===== config.mk =====
export PLATFORM = sky130hd
export DESIGN_NAME = typed_resource_pool_ttl_unit_flat
export DESIGN_NICKNAME = d
export VERILOG_FILES = /design/src/sv/trp_pkg.sv /design/src/sv/trp_if.sv /design/src/sv/trp_ram.sv /design/src/sv/trp_ctrl.sv /design/src/sv/trp_datapath.sv /design/src/sv/typed_resource_pool_ttl_unit.sv /design/src/flat_wrapper.sv
export SDC_FILE = /design/constraint.sdc
export NUM_CORES = 2
export LEC_CHECK = 0
export BUFFER_PORTS_ARGS = -buffer_cell sky130_fd_sc_hd__buf_4
export CORE_UTILIZATION = 56
export DETAILED_ROUTE_END_ITERATION = 16
export PLACE_DENSITY = 0.81
export SLEW_MARGIN = 20
export SYNTH_ARGS = -nofsm -noshare
export SYNTH_HDL_FRONTEND = slang
export SYNTH_SLANG_ARGS = --single-unit

===== constraint.sdc =====
create_clock -name clk -period 15.42 [get_ports clk]
set_clock_uncertainty 0.05 [all_clocks]
set_input_delay 2.313 -clock clk [delete_from_list [all_inputs] [get_ports clk]]
set_output_delay 2.313 -clock clk [all_outputs]
set_load 0.05 [all_outputs]

===== src/sv/trp_pkg.sv =====
`default_nettype none
package trp_pkg;

  typedef enum logic [2:0] {
    ACT_INIT     = 3'd0,
    ACT_SHUTDOWN = 3'd1,
    ACT_CHECKOUT = 3'd2,
    ACT_RETURN   = 3'd3,
    ACT_EVICT    = 3'd4,
    ACT_PREWARM  = 3'd5,
    ACT_RSVD6    = 3'd6,
    ACT_RSVD7    = 3'd7
  } action_t;

  localparam logic [2:0] CFG_MAX_POOL_SIZE  = 3'd0;
  localparam logic [2:0] CFG_MIN_POOL_SIZE  = 3'd1;
  localparam logic [2:0] CFG_TTL_SECONDS    = 3'd2;
  localparam logic [2:0] CFG_ENABLE_PREWARM = 3'd3;

  localparam logic [31:0] MS_PER_SECOND = 32'd1000;

  typedef enum logic [2:0] {
    ST_IDLE,
    ST_DISPATCH,
    ST_FILL,
    ST_SCAN,
    ST_HIT_WRITE,
    ST_COUNT_START,
    ST_COUNT,
    ST_DONE
  } state_t;

  typedef struct packed {
    logic [31:0] id;
    logic [2:0]  kind;
    logic        busy;
    logic [31:0] last_used;
    logic [31:0] uses;
  } entry_t;

  typedef struct packed {
    logic load;
    logic init_clear;
    logic shut;
    logic pass_start;
    logic pass_step;
    logic scan_eval;
    logic count_eval;
    logic fill_append;
    logic fill_next;
    logic hit_write;
    logic miss_end;
    logic evict_end;
    logic result_load;
  } cmd_t;

  typedef struct packed {
    action_t action;
    logic    inited;
    logic    prewarm_en;
    logic    kind_ok;
    logic    match;
    logic    pass_end;
    logic    fill_go;
    logic    fill_last;
    logic    out_free;
  } stat_t;

endpackage
`default_nettype wire


===== src/sv/trp_if.sv =====
`default_nettype none
interface trp_in_if;
  logic        valid;
  logic        ready;
  logic [2:0]  action;
  logic [2:0]  res_kind;
  logic [31:0] release_id;
  logic [4:0]  prewarm_count;
  logic [31:0] now_ms;
  modport source (output valid, action, res_kind, release_id, prewarm_count, now_ms,
                  input ready);
  modport sink (input valid, action, res_kind, release_id, prewarm_count, now_ms,
                output ready);
endinterface

interface trp_out_if;
  logic        valid;
  logic        ready;
  logic        ok;
  logic [31:0] granted_id;
  logic [2:0]  granted_kind;
  logic [31:0] use_total;
  logic        was_hit;
  logic [4:0]  changed_count;
  logic [4:0]  free_of_kind;
  logic [4:0]  busy_of_kind;
  logic [4:0]  pool_size;
  logic [4:0]  peak_size;
  logic [31:0] hit_total;
  logic [31:0] miss_total;
  modport source (output valid, ok, granted_id, granted_kind, use_total, was_hit,
                  changed_count, free_of_kind, busy_of_kind, pool_size, peak_size,
                  hit_total, miss_total, input ready);
  modport sink (input valid, ok, granted_id, granted_kind, use_total, was_hit,
                changed_count, free_of_kind, busy_of_kind, pool_size, peak_size,
                hit_total, miss_total, output ready);
endinterface

interface trp_cfg_if;
  logic        valid;
  logic        ready;
  logic [2:0]  index;
  logic [15:0] data;
  modport source (output valid, index, data, input ready);
  modport sink (input valid, index, data, output ready);
endinterface
`default_nettype wire


===== src/sv/trp_ram.sv =====
`default_nettype none
module trp_ram #(
  parameter int WIDTH = 8,
  parameter int DEPTH = 16,
  localparam int AW = (DEPTH > 1) ? $clog2(DEPTH) : 1
) (
  input  wire logic             clk,
  input  wire logic             we,
  input  wire logic [AW-1:0]    waddr,
  input  wire logic [WIDTH-1:0] wdata,
  input  wire logic             re,
  input  wire logic [AW-1:0]    raddr,
  output logic      [WIDTH-1:0] rdata
);
  logic [WIDTH-1:0] mem [DEPTH];

  always_ff @(posedge clk) begin
    if (we) begin
      mem[waddr] <= wdata;
    end
    if (re) begin
      rdata <= mem[raddr];
    end
  end
endmodule
`default_nettype wire


===== src/sv/trp_ctrl.sv =====
`default_nettype none
module trp_ctrl (
  input  wire logic          clk,
  input  wire logic          rst,
  input  wire logic          in_valid,
  output logic               in_ready,
  input  wire trp_pkg::stat_t st,
  output trp_pkg::cmd_t      cmd
);
  trp_pkg::state_t state, state_next;

  always_ff @(posedge clk) begin
    if (rst) begin
      state <= trp_pkg::ST_IDLE;
    end else begin
      state <= state_next;
    end
  end

  always_comb begin
    state_next = state;
    unique case (state)
      trp_pkg::ST_IDLE: begin
        if (in_valid) state_next = trp_pkg::ST_DISPATCH;
      end
      trp_pkg::ST_DISPATCH: begin
        unique case (st.action)
          trp_pkg::ACT_INIT: begin
            if (!st.inited && st.prewarm_en) state_next = trp_pkg::ST_FILL;
            else state_next = trp_pkg::ST_COUNT_START;
          end
          trp_pkg::ACT_CHECKOUT: begin
            state_next = st.kind_ok ? trp_pkg::ST_SCAN : trp_pkg::ST_COUNT_START;
          end
          trp_pkg::ACT_RETURN, trp_pkg::ACT_EVICT: state_next = trp_pkg::ST_SCAN;
          trp_pkg::ACT_PREWARM: state_next = trp_pkg::ST_FILL;
          default: state_next = trp_pkg::ST_COUNT_START;
        endcase
      end
      trp_pkg::ST_FILL: begin
        if (!st.fill_go && st.fill_last) state_next = trp_pkg::ST_COUNT_START;
      end
      trp_pkg::ST_SCAN: begin
        if (st.match) state_next = trp_pkg::ST_HIT_WRITE;
        else if (st.pass_end) state_next = trp_pkg::ST_COUNT_START;
      end
      trp_pkg::ST_HIT_WRITE: state_next = trp_pkg::ST_COUNT_START;
      trp_pkg::ST_COUNT_START: state_next = trp_pkg::ST_COUNT;
      trp_pkg::ST_COUNT: begin
        if (st.pass_end) state_next = trp_pkg::ST_DONE;
      end
      trp_pkg::ST_DONE: begin
        if (st.out_free) state_next = trp_pkg::ST_IDLE;
      end
      default: state_next = trp_pkg::ST_IDLE;
    endcase
  end

  always_comb begin
    cmd = '0;
    in_ready = (state == trp_pkg::ST_IDLE);
    unique case (state)
      trp_pkg::ST_IDLE: cmd.load = in_valid;
      trp_pkg::ST_DISPATCH: begin
        unique case (st.action)
          trp_pkg::ACT_INIT: cmd.init_clear = !st.inited;
          trp_pkg::ACT_SHUTDOWN: cmd.shut = 1'b1;
          trp_pkg::ACT_CHECKOUT: cmd.pass_start = st.kind_ok;
          trp_pkg::ACT_RETURN, trp_pkg::ACT_EVICT: cmd.pass_start = 1'b1;
          default: ;
        endcase
      end
      trp_pkg::ST_FILL: begin
        cmd.fill_append = st.fill_go;
        cmd.fill_next = !st.fill_go && !st.fill_last;
      end
      trp_pkg::ST_SCAN: begin
        cmd.scan_eval = 1'b1;
        if (!st.match) begin
          if (st.pass_end) begin
            cmd.miss_end = (st.action == trp_pkg::ACT_CHECKOUT);
            cmd.evict_end = (st.action == trp_pkg::ACT_EVICT);
          end else begin
            cmd.pass_step = 1'b1;
          end
        end
      end
      trp_pkg::ST_HIT_WRITE: cmd.hit_write = 1'b1;
      trp_pkg::ST_COUNT_START: cmd.pass_start = 1'b1;
      trp_pkg::ST_COUNT: begin
        cmd.count_eval = 1'b1;
        cmd.pass_step = !st.pass_end;
      end
      trp_pkg::ST_DONE: cmd.result_load = st.out_free;
      default: ;
    endcase
  end
endmodule
`default_nettype wire


===== src/sv/trp_datapath.sv =====
`default_nettype none
module trp_datapath #(
  parameter int POOL_DEPTH = 16,
  parameter int NUM_KINDS  = 6
) (
  input  wire logic          clk,
  input  wire logic          rst,
  input  wire trp_pkg::cmd_t cmd,
  output trp_pkg::stat_t     st,
  input  wire logic          cfg_we,
  input  wire logic [2:0]    cfg_index,
  input  wire logic [15:0]   cfg_data,
  input  wire logic [2:0]    in_action,
  input  wire logic [2:0]    in_res_kind,
  input  wire logic [31:0]   in_release_id,
  input  wire logic [4:0]    in_prewarm_count,
  input  wire logic [31:0]   in_now_ms,
  output logic               out_valid,
  input  wire logic          out_ready,
  output logic               out_ok,
  output logic [31:0]        out_granted_id,
  output logic [2:0]         out_granted_kind,
  output logic [31:0]        out_use_total,
  output logic               out_was_hit,
  output logic [4:0]         out_changed_count,
  output logic [4:0]         out_free_of_kind,
  output logic [4:0]         out_busy_of_kind,
  output logic [4:0]         out_pool_size,
  output logic [4:0]         out_peak_size,
  output logic [31:0]        out_hit_total,
  output logic [31:0]        out_miss_total
);
  localparam int AW = (POOL_DEPTH > 1) ? $clog2(POOL_DEPTH) : 1;
  localparam int CW = $clog2(POOL_DEPTH + 1);
  localparam int LW = (CW > 5) ? CW : 5;
  localparam int EW = $bits(trp_pkg::entry_t);

  // Configuration registers.
  logic [4:0]  max_pool_size, min_pool_size;
  logic [15:0] ttl_seconds;
  logic        enable_prewarm;

  // Persistent pool state.
  logic [CW-1:0] occ;
  logic [31:0]   next_id;
  logic          inited;
  logic [LW-1:0] peak;
  logic [31:0]   hits, misses;

  // Current transaction.
  trp_pkg::action_t action;
  logic [2:0]  kind;
  logic [31:0] rid, now, limit_ms;
  logic [2:0]  fk;
  logic [4:0]  tgt, made;

  // Scan bookkeeping and per-transaction results.
  logic [CW-1:0] ptr, keep;
  logic          rv;
  logic [AW-1:0] ri;
  logic [LW-1:0] changed, nfree, nbusy;
  logic          r_ok, r_hit;
  logic [31:0]   r_gid, r_guses;
  logic [2:0]    r_gkind;

  trp_pkg::entry_t rd, wentry, app_entry;
  logic [EW-1:0]   rdata;
  logic            we;
  logic [AW-1:0]   waddr;

  logic [LW-1:0] limit, occ_w, max_w;
  logic          room, match, evict_hit, kept, do_append;
  logic [31:0]   idle, uses_inc, id_inc;

  assign rd = trp_pkg::entry_t'(rdata);
  assign occ_w = LW'(occ);
  assign max_w = LW'(max_pool_size);
  assign limit = (max_w > LW'(POOL_DEPTH)) ? LW'(POOL_DEPTH) : max_w;
  assign room = occ_w < limit;
  assign idle = now - rd.last_used;
  assign uses_inc = (rd.uses == 32'hFFFF_FFFF) ? rd.uses : rd.uses + 32'd1;
  assign id_inc = (next_id + 32'd1 == 32'd0) ? 32'd1 : next_id + 32'd1;

  always_comb begin
    match = 1'b0;
    if (rv) begin
      if (action == trp_pkg::ACT_CHECKOUT) match = (rd.kind == kind) && !rd.busy;
      else if (action == trp_pkg::ACT_RETURN) match = (rd.id == rid) && rd.busy;
    end
  end

  assign evict_hit = !rd.busy && (idle > limit_ms);
  assign kept = cmd.scan_eval && rv && (action == trp_pkg::ACT_EVICT) && !evict_hit;
  assign do_append = cmd.fill_append || (cmd.miss_end && room);

  always_comb begin
    app_entry.id = next_id;
    app_entry.kind = cmd.fill_append ? fk : kind;
    app_entry.busy = !cmd.fill_append;
    app_entry.last_used = now;
    app_entry.uses = cmd.fill_append ? 32'd0 : 32'd1;
  end

  always_comb begin
    we = 1'b0;
    waddr = occ[AW-1:0];
    wentry = app_entry;
    if (do_append) begin
      we = 1'b1;
    end else if (cmd.hit_write) begin
      we = 1'b1;
      waddr = ri;
      wentry = rd;
      wentry.last_used = now;
      wentry.busy = (action == trp_pkg::ACT_CHECKOUT);
      if (action == trp_pkg::ACT_CHECKOUT) wentry.uses = uses_inc;
    end else if (kept) begin
      we = 1'b1;
      waddr = keep[AW-1:0];
      wentry = rd;
    end
  end

  trp_ram #(.WIDTH(EW), .DEPTH(POOL_DEPTH)) u_table (
    .clk   (clk),
    .we    (we),
    .waddr (waddr),
    .wdata (EW'(wentry)),
    .re    (cmd.pass_step),
    .raddr (ptr[AW-1:0]),
    .rdata (rdata)
  );

  always_ff @(posedge clk) begin
    if (rst) begin
      max_pool_size <= 5'd16;
      min_pool_size <= 5'd2;
      ttl_seconds <= 16'd60;
      enable_prewarm <= 1'b1;
    end else if (cfg_we) begin
      case (cfg_index)
        trp_pkg::CFG_MAX_POOL_SIZE:  max_pool_size <= cfg_data[4:0];
        trp_pkg::CFG_MIN_POOL_SIZE:  min_pool_size <= cfg_data[4:0];
        trp_pkg::CFG_TTL_SECONDS:    ttl_seconds <= cfg_data;
        trp_pkg::CFG_ENABLE_PREWARM: enable_prewarm <= cfg_data[0];
        default: ;
      endcase
    end
  end

  always_ff @(posedge clk) begin
    if (rst) begin
      occ <= '0;
      next_id <= 32'd1;
      inited <= 1'b0;
      peak <= '0;
      hits <= '0;
      misses <= '0;
      rv <= 1'b0;
      out_valid <= 1'b0;
    end else begin
      if (cmd.init_clear) begin
        occ <= '0;
        peak <= '0;
        hits <= '0;
        misses <= '0;
        next_id <= 32'd1;
        inited <= 1'b1;
      end
      if (cmd.shut) begin
        occ <= '0;
        inited <= 1'b0;
      end
      if (do_append) begin
        occ <= occ + CW'(1);
        next_id <= id_inc;
        if (occ_w + LW'(1) > peak) peak <= occ_w + LW'(1);
      end
      if (cmd.miss_end) misses <= misses + 32'd1;
      if (cmd.hit_write && action == trp_pkg::ACT_CHECKOUT) hits <= hits + 32'd1;
      if (cmd.evict_end) occ <= keep;
      if (cmd.pass_start) rv <= 1'b0;
      else if (cmd.pass_step) rv <= (ptr < occ);
      if (cmd.result_load) out_valid <= 1'b1;
      else if (out_ready) out_valid <= 1'b0;
    end
  end

  always_ff @(posedge clk) begin
    if (cmd.load) begin
      action <= trp_pkg::action_t'(in_action);
      kind <= in_res_kind;
      rid <= in_release_id;
      now <= in_now_ms;
      limit_ms <= 32'(ttl_seconds) * trp_pkg::MS_PER_SECOND;
      fk <= (in_action == trp_pkg::ACT_INIT) ? 3'd0 : in_res_kind;
      tgt <= (in_action == trp_pkg::ACT_INIT) ? min_pool_size : in_prewarm_count;
      made <= '0;
      changed <= '0;
      nfree <= '0;
      nbusy <= '0;
      r_ok <= 1'b0;
      r_hit <= 1'b0;
      r_gid <= '0;
      r_guses <= '0;
      r_gkind <= '0;
    end
    if (cmd.init_clear) r_ok <= 1'b1;
    if (cmd.fill_append) begin
      made <= made + 5'd1;
      changed <= changed + LW'(1);
    end
    if (cmd.fill_next) begin
      fk <= fk + 3'd1;
      made <= '0;
    end
    if (cmd.pass_start) begin
      ptr <= '0;
      keep <= '0;
    end else if (cmd.pass_step) begin
      ri <= ptr[AW-1:0];
      if (ptr < occ) ptr <= ptr + CW'(1);
    end
    if (cmd.scan_eval && rv && action == trp_pkg::ACT_EVICT) begin
      if (evict_hit) changed <= changed + LW'(1);
      else keep <= keep + CW'(1);
    end
    if (cmd.count_eval && rv && rd.kind == kind) begin
      if (rd.busy) nbusy <= nbusy + LW'(1);
      else nfree <= nfree + LW'(1);
    end
    if (cmd.hit_write) begin
      r_ok <= 1'b1;
      if (action == trp_pkg::ACT_CHECKOUT) begin
        r_hit <= 1'b1;
        r_gid <= rd.id;
        r_gkind <= kind;
        r_guses <= uses_inc;
      end
    end
    if (cmd.miss_end && room) begin
      r_ok <= 1'b1;
      r_gid <= next_id;
      r_gkind <= kind;
      r_guses <= 32'd1;
    end
    if (cmd.result_load) begin
      out_ok <= r_ok;
      out_granted_id <= r_gid;
      out_granted_kind <= r_gkind;
      out_use_total <= r_guses;
      out_was_hit <= r_hit;
      out_changed_count <= changed[4:0];
      out_free_of_kind <= nfree[4:0];
      out_busy_of_kind <= nbusy[4:0];
      out_pool_size <= occ_w[4:0];
      out_peak_size <= peak[4:0];
      out_hit_total <= hits;
      out_miss_total <= misses;
    end
  end

  always_comb begin
    st.action = action;
    st.inited = inited;
    st.prewarm_en = enable_prewarm;
    st.kind_ok = {1'b0, kind} < 4'(NUM_KINDS);
    st.match = match;
    st.pass_end = !rv && (ptr >= occ);
    st.fill_go = ({1'b0, fk} < 4'(NUM_KINDS)) && (made < tgt) && room;
    st.fill_last = (action != trp_pkg::ACT_INIT) || (fk == 3'(NUM_KINDS - 1));
    st.out_free = !out_valid || out_ready;
  end

  a_occ_bound: assert property (@(posedge clk) disable iff (rst)
    occ <= CW'(POOL_DEPTH)) else $error("table occupancy beyond depth");
  a_peak_covers_occ: assert property (@(posedge clk) disable iff (rst)
    peak >= occ_w) else $error("peak below current occupancy");
  a_id_nonzero: assert property (@(posedge clk) disable iff (rst)
    next_id != 32'd0) else $error("next id reached zero");
  a_pass_restart: assert property (@(posedge clk) disable iff (rst)
    cmd.pass_start |=> !rv) else $error("stale read pending after pass start");
  a_keep_behind: assert property (@(posedge clk) disable iff (rst)
    cmd.scan_eval |-> keep <= ptr) else $error("compaction pointer ran ahead of scan");
endmodule
`default_nettype wire


===== src/sv/typed_resource_pool_ttl_unit.sv =====
// Typed resource pool with idle-time eviction. Each transaction on in_ch yields
// exactly one result on out_ch; transactions are processed one at a time. The
// table lives in a single-port-write RAM with registered read, so every action
// walks it one entry per cycle: the action pass (checkout, return, evict) plus a
// second pass that counts the free and busy entries of res_kind, and fills
// append one entry per cycle, stepping through the kinds one by one during an
// init. A new transaction is accepted while the previous result still waits on
// out_ch. Configuration writes are always accepted and should be issued only
// while the block is idle.
`default_nettype none
module typed_resource_pool_ttl_unit #(
  parameter int POOL_DEPTH = 16,
  parameter int NUM_KINDS  = 6
) (
  input wire logic   clk,
  input wire logic   rst,
  trp_in_if.sink     in_ch,
  trp_out_if.source  out_ch,
  trp_cfg_if.sink    cfg
);
  trp_pkg::cmd_t  cmd;
  trp_pkg::stat_t st;

  assign cfg.ready = 1'b1;

  trp_ctrl u_ctrl (
    .clk      (clk),
    .rst      (rst),
    .in_valid (in_ch.valid),
    .in_ready (in_ch.ready),
    .st       (st),
    .cmd      (cmd)
  );

  trp_datapath #(.POOL_DEPTH(POOL_DEPTH), .NUM_KINDS(NUM_KINDS)) u_dp (
    .clk               (clk),
    .rst               (rst),
    .cmd               (cmd),
    .st                (st),
    .cfg_we            (cfg.valid),
    .cfg_index         (cfg.index),
    .cfg_data          (cfg.data),
    .in_action         (in_ch.action),
    .in_res_kind       (in_ch.res_kind),
    .in_release_id     (in_ch.release_id),
    .in_prewarm_count  (in_ch.prewarm_count),
    .in_now_ms         (in_ch.now_ms),
    .out_valid         (out_ch.valid),
    .out_ready         (out_ch.ready),
    .out_ok            (out_ch.ok),
    .out_granted_id    (out_ch.granted_id),
    .out_granted_kind  (out_ch.granted_kind),
    .out_use_total     (out_ch.use_total),
    .out_was_hit       (out_ch.was_hit),
    .out_changed_count (out_ch.changed_count),
    .out_free_of_kind  (out_ch.free_of_kind),
    .out_busy_of_kind  (out_ch.busy_of_kind),
    .out_pool_size     (out_ch.pool_size),
    .out_peak_size     (out_ch.peak_size),
    .out_hit_total     (out_ch.hit_total),
    .out_miss_total    (out_ch.miss_total)
  );
endmodule
`default_nettype wire


===== src/flat_wrapper.sv =====
// flat-port wrapper written by rule: the top's interface ports become plain ports
module typed_resource_pool_ttl_unit_flat 
#(
  parameter int POOL_DEPTH = 16,
  parameter int NUM_KINDS  = 6
)
  (clk, rst, in_ch_valid, in_ch_action, in_ch_res_kind, in_ch_release_id, in_ch_prewarm_count, in_ch_now_ms, in_ch_ready, out_ch_valid, out_ch_ok, out_ch_granted_id, out_ch_granted_kind, out_ch_use_total, out_ch_was_hit, out_ch_changed_count, out_ch_free_of_kind, out_ch_busy_of_kind, out_ch_pool_size, out_ch_peak_size, out_ch_hit_total, out_ch_miss_total, out_ch_ready, cfg_valid, cfg_index, cfg_data, cfg_ready);
  trp_in_if in_ch_i ();
  trp_out_if out_ch_i ();
  trp_cfg_if cfg_i ();
  input wire logic clk;
  input wire logic rst;
  input wire logic [$bits(in_ch_i.valid)-1:0] in_ch_valid;
  input wire logic [$bits(in_ch_i.action)-1:0] in_ch_action;
  input wire logic [$bits(in_ch_i.res_kind)-1:0] in_ch_res_kind;
  input wire logic [$bits(in_ch_i.release_id)-1:0] in_ch_release_id;
  input wire logic [$bits(in_ch_i.prewarm_count)-1:0] in_ch_prewarm_count;
  input wire logic [$bits(in_ch_i.now_ms)-1:0] in_ch_now_ms;
  output wire logic [$bits(in_ch_i.ready)-1:0] in_ch_ready;
  output wire logic [$bits(out_ch_i.valid)-1:0] out_ch_valid;
  output wire logic [$bits(out_ch_i.ok)-1:0] out_ch_ok;
  output wire logic [$bits(out_ch_i.granted_id)-1:0] out_ch_granted_id;
  output wire logic [$bits(out_ch_i.granted_kind)-1:0] out_ch_granted_kind;
  output wire logic [$bits(out_ch_i.use_total)-1:0] out_ch_use_total;
  output wire logic [$bits(out_ch_i.was_hit)-1:0] out_ch_was_hit;
  output wire logic [$bits(out_ch_i.changed_count)-1:0] out_ch_changed_count;
  output wire logic [$bits(out_ch_i.free_of_kind)-1:0] out_ch_free_of_kind;
  output wire logic [$bits(out_ch_i.busy_of_kind)-1:0] out_ch_busy_of_kind;
  output wire logic [$bits(out_ch_i.pool_size)-1:0] out_ch_pool_size;
  output wire logic [$bits(out_ch_i.peak_size)-1:0] out_ch_peak_size;
  output wire logic [$bits(out_ch_i.hit_total)-1:0] out_ch_hit_total;
  output wire logic [$bits(out_ch_i.miss_total)-1:0] out_ch_miss_total;
  input wire logic [$bits(out_ch_i.ready)-1:0] out_ch_ready;
  input wire logic [$bits(cfg_i.valid)-1:0] cfg_valid;
  input wire logic [$bits(cfg_i.index)-1:0] cfg_index;
  input wire logic [$bits(cfg_i.data)-1:0] cfg_data;
  output wire logic [$bits(cfg_i.ready)-1:0] cfg_ready;
  assign in_ch_i.valid = in_ch_valid;
  assign in_ch_i.action = in_ch_action;
  assign in_ch_i.res_kind = in_ch_res_kind;
  assign in_ch_i.release_id = in_ch_release_id;
  assign in_ch_i.prewarm_count = in_ch_prewarm_count;
  assign in_ch_i.now_ms = in_ch_now_ms;
  assign in_ch_ready = in_ch_i.ready;
  assign out_ch_valid = out_ch_i.valid;
  assign out_ch_ok = out_ch_i.ok;
  assign out_ch_granted_id = out_ch_i.granted_id;
  assign out_ch_granted_kind = out_ch_i.granted_kind;
  assign out_ch_use_total = out_ch_i.use_total;
  assign out_ch_was_hit = out_ch_i.was_hit;
  assign out_ch_changed_count = out_ch_i.changed_count;
  assign out_ch_free_of_kind = out_ch_i.free_of_kind;
  assign out_ch_busy_of_kind = out_ch_i.busy_of_kind;
  assign out_ch_pool_size = out_ch_i.pool_size;
  assign out_ch_peak_size = out_ch_i.peak_size;
  assign out_ch_hit_total = out_ch_i.hit_total;
  assign out_ch_miss_total = out_ch_i.miss_total;
  assign out_ch_i.ready = out_ch_ready;
  assign cfg_i.valid = cfg_valid;
  assign cfg_i.index = cfg_index;
  assign cfg_i.data = cfg_data;
  assign cfg_ready = cfg_i.ready;
  typed_resource_pool_ttl_unit #(.POOL_DEPTH(POOL_DEPTH), .NUM_KINDS(NUM_KINDS)) u_core (.clk(clk), .rst(rst), .in_ch(in_ch_i), .out_ch(out_ch_i), .cfg(cfg_i));
endmodule

Word level (Yosys, flattened, before mapping):

Memories as Yosys holds them, arrays and structs flattened. A register that Yosys moved wholly into a read port is not among the register bits.
Cells that the tools add are included.

* register bits: 501
* bits in writable memories: 1600
* bits of input ports: 99
* output and inout port bits: 161
* memories kept: 1

* $add $sub $neg: 13
* multiply operators: 1
* $lt $le $gt $ge: 9
* equal/unequal tests: 24
* mux-type cells: 94
* bitwise operators: 1
* reductions and logical operators: 52

Memory list
* u_core.u_dp.u_table.mem: depth 16, bits a word 100, rd ports 1, clocked after Yosys merged registers in 1, wr ports 1, RTL line trp_ram.sv:15 `logic [WIDTH-1:0] mem [DEPTH];`

Operators by type and width (number)
* 32-bit two-way mux: 15
* 100-bit two-way mux: 3
* 32-bit by 1-bit adder with 32-bit output (second input constant): 4
* 5-bit two-way mux: 24
* 3-bit two-way mux: 16
* 5-bit by 1-bit adder with 5-bit output (second input constant): 7
* 32-bit equality test: 1
* 32-bit equality test (second input constant): 1
* 32-bit by 26-bit greater-than comparator with 1-bit output: 1
* 32-bit zero test: 1
* 32-bit subtractor: 1
* 3-bit one-hot mux with 8 select lines: 1
* 16-bit by 7-bit multiplier with 23-bit output (second input constant): 1
* 1-bit two-way mux: 23
* 3-bit equality test (second input constant): 7
* 3-bit by 2-bit equality test with 1-bit output (second input constant): 6
* 1-bit logical AND: 16
* 5-bit less-than comparator: 3
* 3-bit zero test: 4
* 4-bit two-way mux: 3
* 3-bit one-hot mux with 4 select lines: 1
* 2-bit AND reduction: 6
* 2-bit nonzero test: 6
* 2-bit two-way mux: 5
* 18 further kinds: 38

Longest topological paths before layout:

* word-level depth: 12
* depth in mapped cells: 26
* depth with buffers taken out: 24

Hierarchy:

A second synthesis with hierarchy kept.

* cell total of the unflattened synthesis: 5245
* area, all modules: 90289.1 um^2

Modules (own cells, without submodules)
* trp_ram: times used 1, cells each 2560, area each 62785.2 um^2, sequential area each 51049.0 um^2
* trp_datapath: times used 1, cells each 2616, area each 27005.9 um^2, sequential area each 12602.1 um^2
* trp_ctrl: times used 1, cells each 67, area each 486.7 um^2, sequential area each 60.1 um^2
* typed_resource_pool_ttl_unit: times used 1, cells each 2, area each 11.3 um^2, sequential area each 0.0 um^2

Worst setup path after synthesis:

Ideal clock, no wire load.

* path type: register to register
* start: register u_core.u_dp.u_table.rdata[33], read port of u_core.u_dp.u_table.mem
* end: memory u_core.u_dp.u_table.mem[12][0] in the netlist's numbering (enable)
* setup time: 0.804 ns
* arrival time: 14.128 ns
* data required time: 14.566 ns
* slack: 0.437 ns
* stages on the path, launching flop included: 24
* buffers on the path: 0
* period minus slack after synthesis: 14.983 ns
* cells stage by stage: edfxtp_1 > inv_1 > ha_1 > nor2b_1 > o31a_1 > o41ai_1 > o21ai_0 > a21oi_1 > o21ai_0 > a21o_1 > a21oi_1 > xnor2_1 > ha_1 > a21o_1 > a21o_1 > a21oi_1 > o21ai_0 > a21oi_1 > o21ai_0 > o2bb2ai_1 > nor4_4 > nand2_4 > a221o_1 > nor4_1

* cells in the longest elaborated chain, start to end: 10
* elaborated cells on any way between the ends: 13

Ends and longest elaborated chain
* start: declaration: RTL line trp_ram.sv:13 `output logic [WIDTH-1:0] rdata`
* 32-bit subtractor (*): RTL line trp_datapath.sv:80 `assign idle = now - rd.last_used;`
* 32-bit by 26-bit greater-than comparator with 1-bit output (*): RTL line trp_datapath.sv:92 `assign evict_hit = !rd.busy && (idle > limit_ms);`
* 1-bit logical AND (*): RTL line trp_datapath.sv:92
* 1-bit zero test (*): RTL line trp_datapath.sv:93 `assign kept = cmd.scan_eval && rv && (action == trp_pkg::ACT_EVICT) && !evict_hit;`
* 1-bit logical AND (*): RTL line trp_datapath.sv:93
* 1-bit two-way mux: RTL line trp_datapath.sv:117 `end else if (kept) begin`
* 1-bit two-way mux: RTL line trp_datapath.sv:110 `end else if (cmd.hit_write) begin`
* 1-bit two-way mux: RTL line trp_datapath.sv:108 `if (do_append) begin`
* 1-bit two-way mux: RTL line trp_ram.sv:18 `if (we) begin`
* 1-bit two-way mux (implied by the code): RTL line trp_ram.sv:19 `mem[waddr] <= wdata;`
* end: declaration: RTL line trp_ram.sv:15

Every way passes the cells marked *; elsewhere a longest branch is shown, timed or not.

Final worst setup path:

* start: register u_core.u_dp.u_table.rdata[33], read port of u_core.u_dp.u_table.mem
* end: memory u_core.u_dp.u_table.mem[8][75] in the netlist's numbering (enable)

The elaborated chain is that of the path after synthesis.

==> flow_summary.ini <==
[critical_path]
critical_path_arrival_ns = 9.23
crit_path_max_fanout = 54
reg2reg_depth = 25
slowest_stage = buf_4
r2r_end = u_core.u_dp.u_table.mem[8][75]$_DFFE_PP_
slowest_delay_ns = 0.95
r2r_start = u_core.u_dp.u_table.rdata[33]$_DFFE_PP_
criticalPathCategory = flop to flop
timing.critical_path.from = u_core.u_dp.u_table.rdata[33]$_DFFE_PP_
cp.required_ns = 15.79
cp-start-kind = flop
rrSetupSlack_ns = 6.56
endpoint_kind = flop

[logic_synthesis]
syn_area_um2 = 89500
synth.distinct_cells = 92
synthFlopType = edfxtp_1
yosysWarnings = 0
synthArstFlopShare = 0
synthesis.instances = 5003
syn_area_per_cell_um2 = 17.9
yosysSeqAreaShare = 0.712
synth_nets = 5295
ys_seq_elements = 2201
synth_edf_count = 1963

[final_layout]
syn_to_final_growth_pct = 13.3
final_core_util = 0.640
nNetsFinal = 5641
nFillCells = 10200
drive_above_1_share = 0.238
final_area_um2 = 101000

[clocking]
h-tree-depth = 4
hold_buffers = 0
clock-sinks = 2201
cts_resized = 0
root_buffer = clkbuf_16
cts_made_buffers = 206
post_cts_buffers = 0
cts_tree = built
clockBufferDepth = 3
path_clk_slew_ns = 0.06
insertion_delay_ns = 0.88

[grt]
grt_pass1_wl_um = 344000
overflow = 0
grt_use_total = 0.294
grt_pass1_vias = 51100
grt_max_degree = 114
antenna_found_initial = 10

[timing]
hold_ws_ns = 0.375
hold_viol = 0
maxSlewHeadroom = 0.188
finalSetupTns_ns = 0
setup_viol = 0
finalMaxSlewViolations = 0
tightestPinTransition_ns = 1.22
fmax_mhz = 113
fin_crit_sh = 0.574
min_period_ns = 8.86
rsz0062_at_grt = no

[floorplan]
die_w_um = 402
initial_core_util = 0.564
fp.dieArea_um2 = 161000
num_rows = 146
core-area_um2 = 159000
ioPinCount = 260
die_h_um = 402

[pwr]
vdd_drop_max_uv = 201
p_per_area_nw_per_um2 = 152
leakage_uw = 0.0332
p_total_uw = 15400

[placed_design]
finalWeightedCongestion = 0.892
port_buffers = 258
dpl_cell_area_um2 = 94200
hpwlAfterDp_um = 135000

[run]
max_cap_violations = 0

[detailed_routing]
drt-initial-drc-count = 7115
wl_per_cell_um = 31.2
via_per_inst = 6.66
ant_nets = 0
vias = 50600
drc = 0
dr.pass1.iters = 6
drt-total-wl_um = 237000

[hold_path]
hold_depth = 0
hold_class = flop to flop
worstHoldStart = u_core.u_dp.r_guses[0]$_SDFF_PP1_
whs_endpoint = u_core.u_dp.out_use_total[0]$_DFFE_PP_

[status]
status = finished clean
-- area by class of cell --
class,count,area [µm²],area share
well taps,2072,2590,0.0256
clock buffers,275,5640,0.0556
inverters,165,622,0.00613
multi-input cells,2403,24500,0.242
clock inverters,113,1460,0.0144
diodes,1,2.50,0.0000247
repair buffers,372,2840,0.0280
flip-flops and latches,2201,63700,0.628
-- worst max-delay path, delay by kind of cell (launching register included) --
family / cells / cell delay [ns]
compound gates: 16 / 4.04
simple gates: 3 / 1.32
buf+inv: 3 / 1.81
fa+ha+maj: 2 / 0.50
xor+xnor: 1 / 0.16
flops: 1 / 0.44
-- through the flow --
stage | setup slack, ns | instances
3_3_place_gp | 7.05 | 7212
6_report | 6.56 | 7602
3_5_place_dp | 6.86 | 7213
4_1_cts | 6.74 | 7601
5_1_grt | 6.39 | 7601
2_1_floorplan | 0.437 | 5003
-- cell families after synthesis --
kind of cell    count (synthesis)  share of synthesized area
flops                        2201                      0.712
simple gates                  884                     0.0478
compound gates                617                     0.0435
mux                           570                      0.134
buf+inv                       399                     0.0172
fa+ha+maj                     193                     0.0316
xor+xnor                      138                     0.0135
other cells                     1                  0.0000419
-- flip-flops by register name (all words and copies together), names as in the netlist, 16 cells and up --
signal,count
u_core.u_dp.next_id,32
u_core.u_dp.hits,32
u_core.u_dp.out_hit_total,32
u_core.u_dp.rid,32
u_core.u_dp.u_table.rdata,100
u_core.u_dp.r_guses,32
u_core.u_dp.r_gid,32
u_core.u_dp.ttl_seconds,16
u_core.u_dp.out_granted_id,32
u_core.u_dp.now,32
u_core.u_dp.limit_ms,23
u_core.u_dp.u_table.mem,1600
u_core.u_dp.out_use_total,32
u_core.u_dp.out_miss_total,32
u_core.u_dp.misses,32
-- metal layers --
metal  track usage  vias to the layer above  part of all wire
li1              -                    20600                 -
met2         0.474                     3751              0.48
met4         0.136                       10             0.050
met5             0                        -           0.00024
met1         0.379                    25600              0.35
met3        0.0721                      714              0.12
-- power breakdown --
part           internal, µW  leakage [µW]  switching [µW]
combinational           947       0.00993            1680
clock                  2980       0.00341            2280
sequential             7290        0.0198             249
total                 11200        0.0332            4210
-- placed cells by master (no fill, tap or decap), types with 41 or more instances in the layout --
master,count
nand2_1,275
nor2_1,197
xnor2_1,84
mux4_2,500
nand4_1,41
fa_1,55
ha_1,138
clkbuf_16,208
buf_4,368
dfxtp_1,234
nor3_1,42
clkbuf_1,49
inv_1,164
edfxtp_1,1963
a21oi_1,167
o21ai_0,162
mux2_2,44
nand3_1,106
xor2_1,54
-- worst max path at each step --
stage / endpoint / slack [ns] / cells past startpoint
after floorplan: u_core.u_dp.u_table.mem[12][0]$_DFFE_PP_ / 0.44 / 23
after global placement: u_core.u_dp.u_table.mem[9][76]$_DFFE_PP_ / 7.05 / 25
after detailed placement: u_core.u_dp.u_table.mem[10][78]$_DFFE_PP_ / 6.86 / 25
after CTS: u_core.u_dp.u_table.mem[8][80]$_DFFE_PP_ / 6.74 / 25
after global routing: u_core.u_dp.u_table.mem[2][16]$_DFFE_PP_ / 6.39 / 25
final: u_core.u_dp.u_table.mem[8][75]$_DFFE_PP_ / 6.56 / 25
-- synthesized netlist by cell type, types with 40 or more instances --
| master | count | area share |
|---|---|---|
| mux4_2 | 500 | 0.13 |
| nand4_1 | 41 | 0.0029 |
| nor3_1 | 44 | 0.0025 |
| edfxtp_1 | 1963 | 0.66 |
| mux2_2 | 44 | 0.0055 |
| o21ai_0 | 174 | 0.0097 |
| clkbuf_1 | 175 | 0.0073 |
| xnor2_1 | 84 | 0.0082 |
| a21oi_1 | 168 | 0.0094 |
| fa_1 | 55 | 0.012 |
| buf_1 | 40 | 0.0017 |
| inv_1 | 164 | 0.0069 |
| nor2_1 | 203 | 0.0085 |
| nand2_1 | 276 | 0.012 |
| nand3_1 | 106 | 0.0059 |
| ha_1 | 138 | 0.019 |
| xor2_1 | 54 | 0.0053 |
| dfxtp_1 | 238 | 0.053 |
| a31oi_1 | 40 | 0.0028 |
Note: power is estimated with default switching activity, not from simulation.
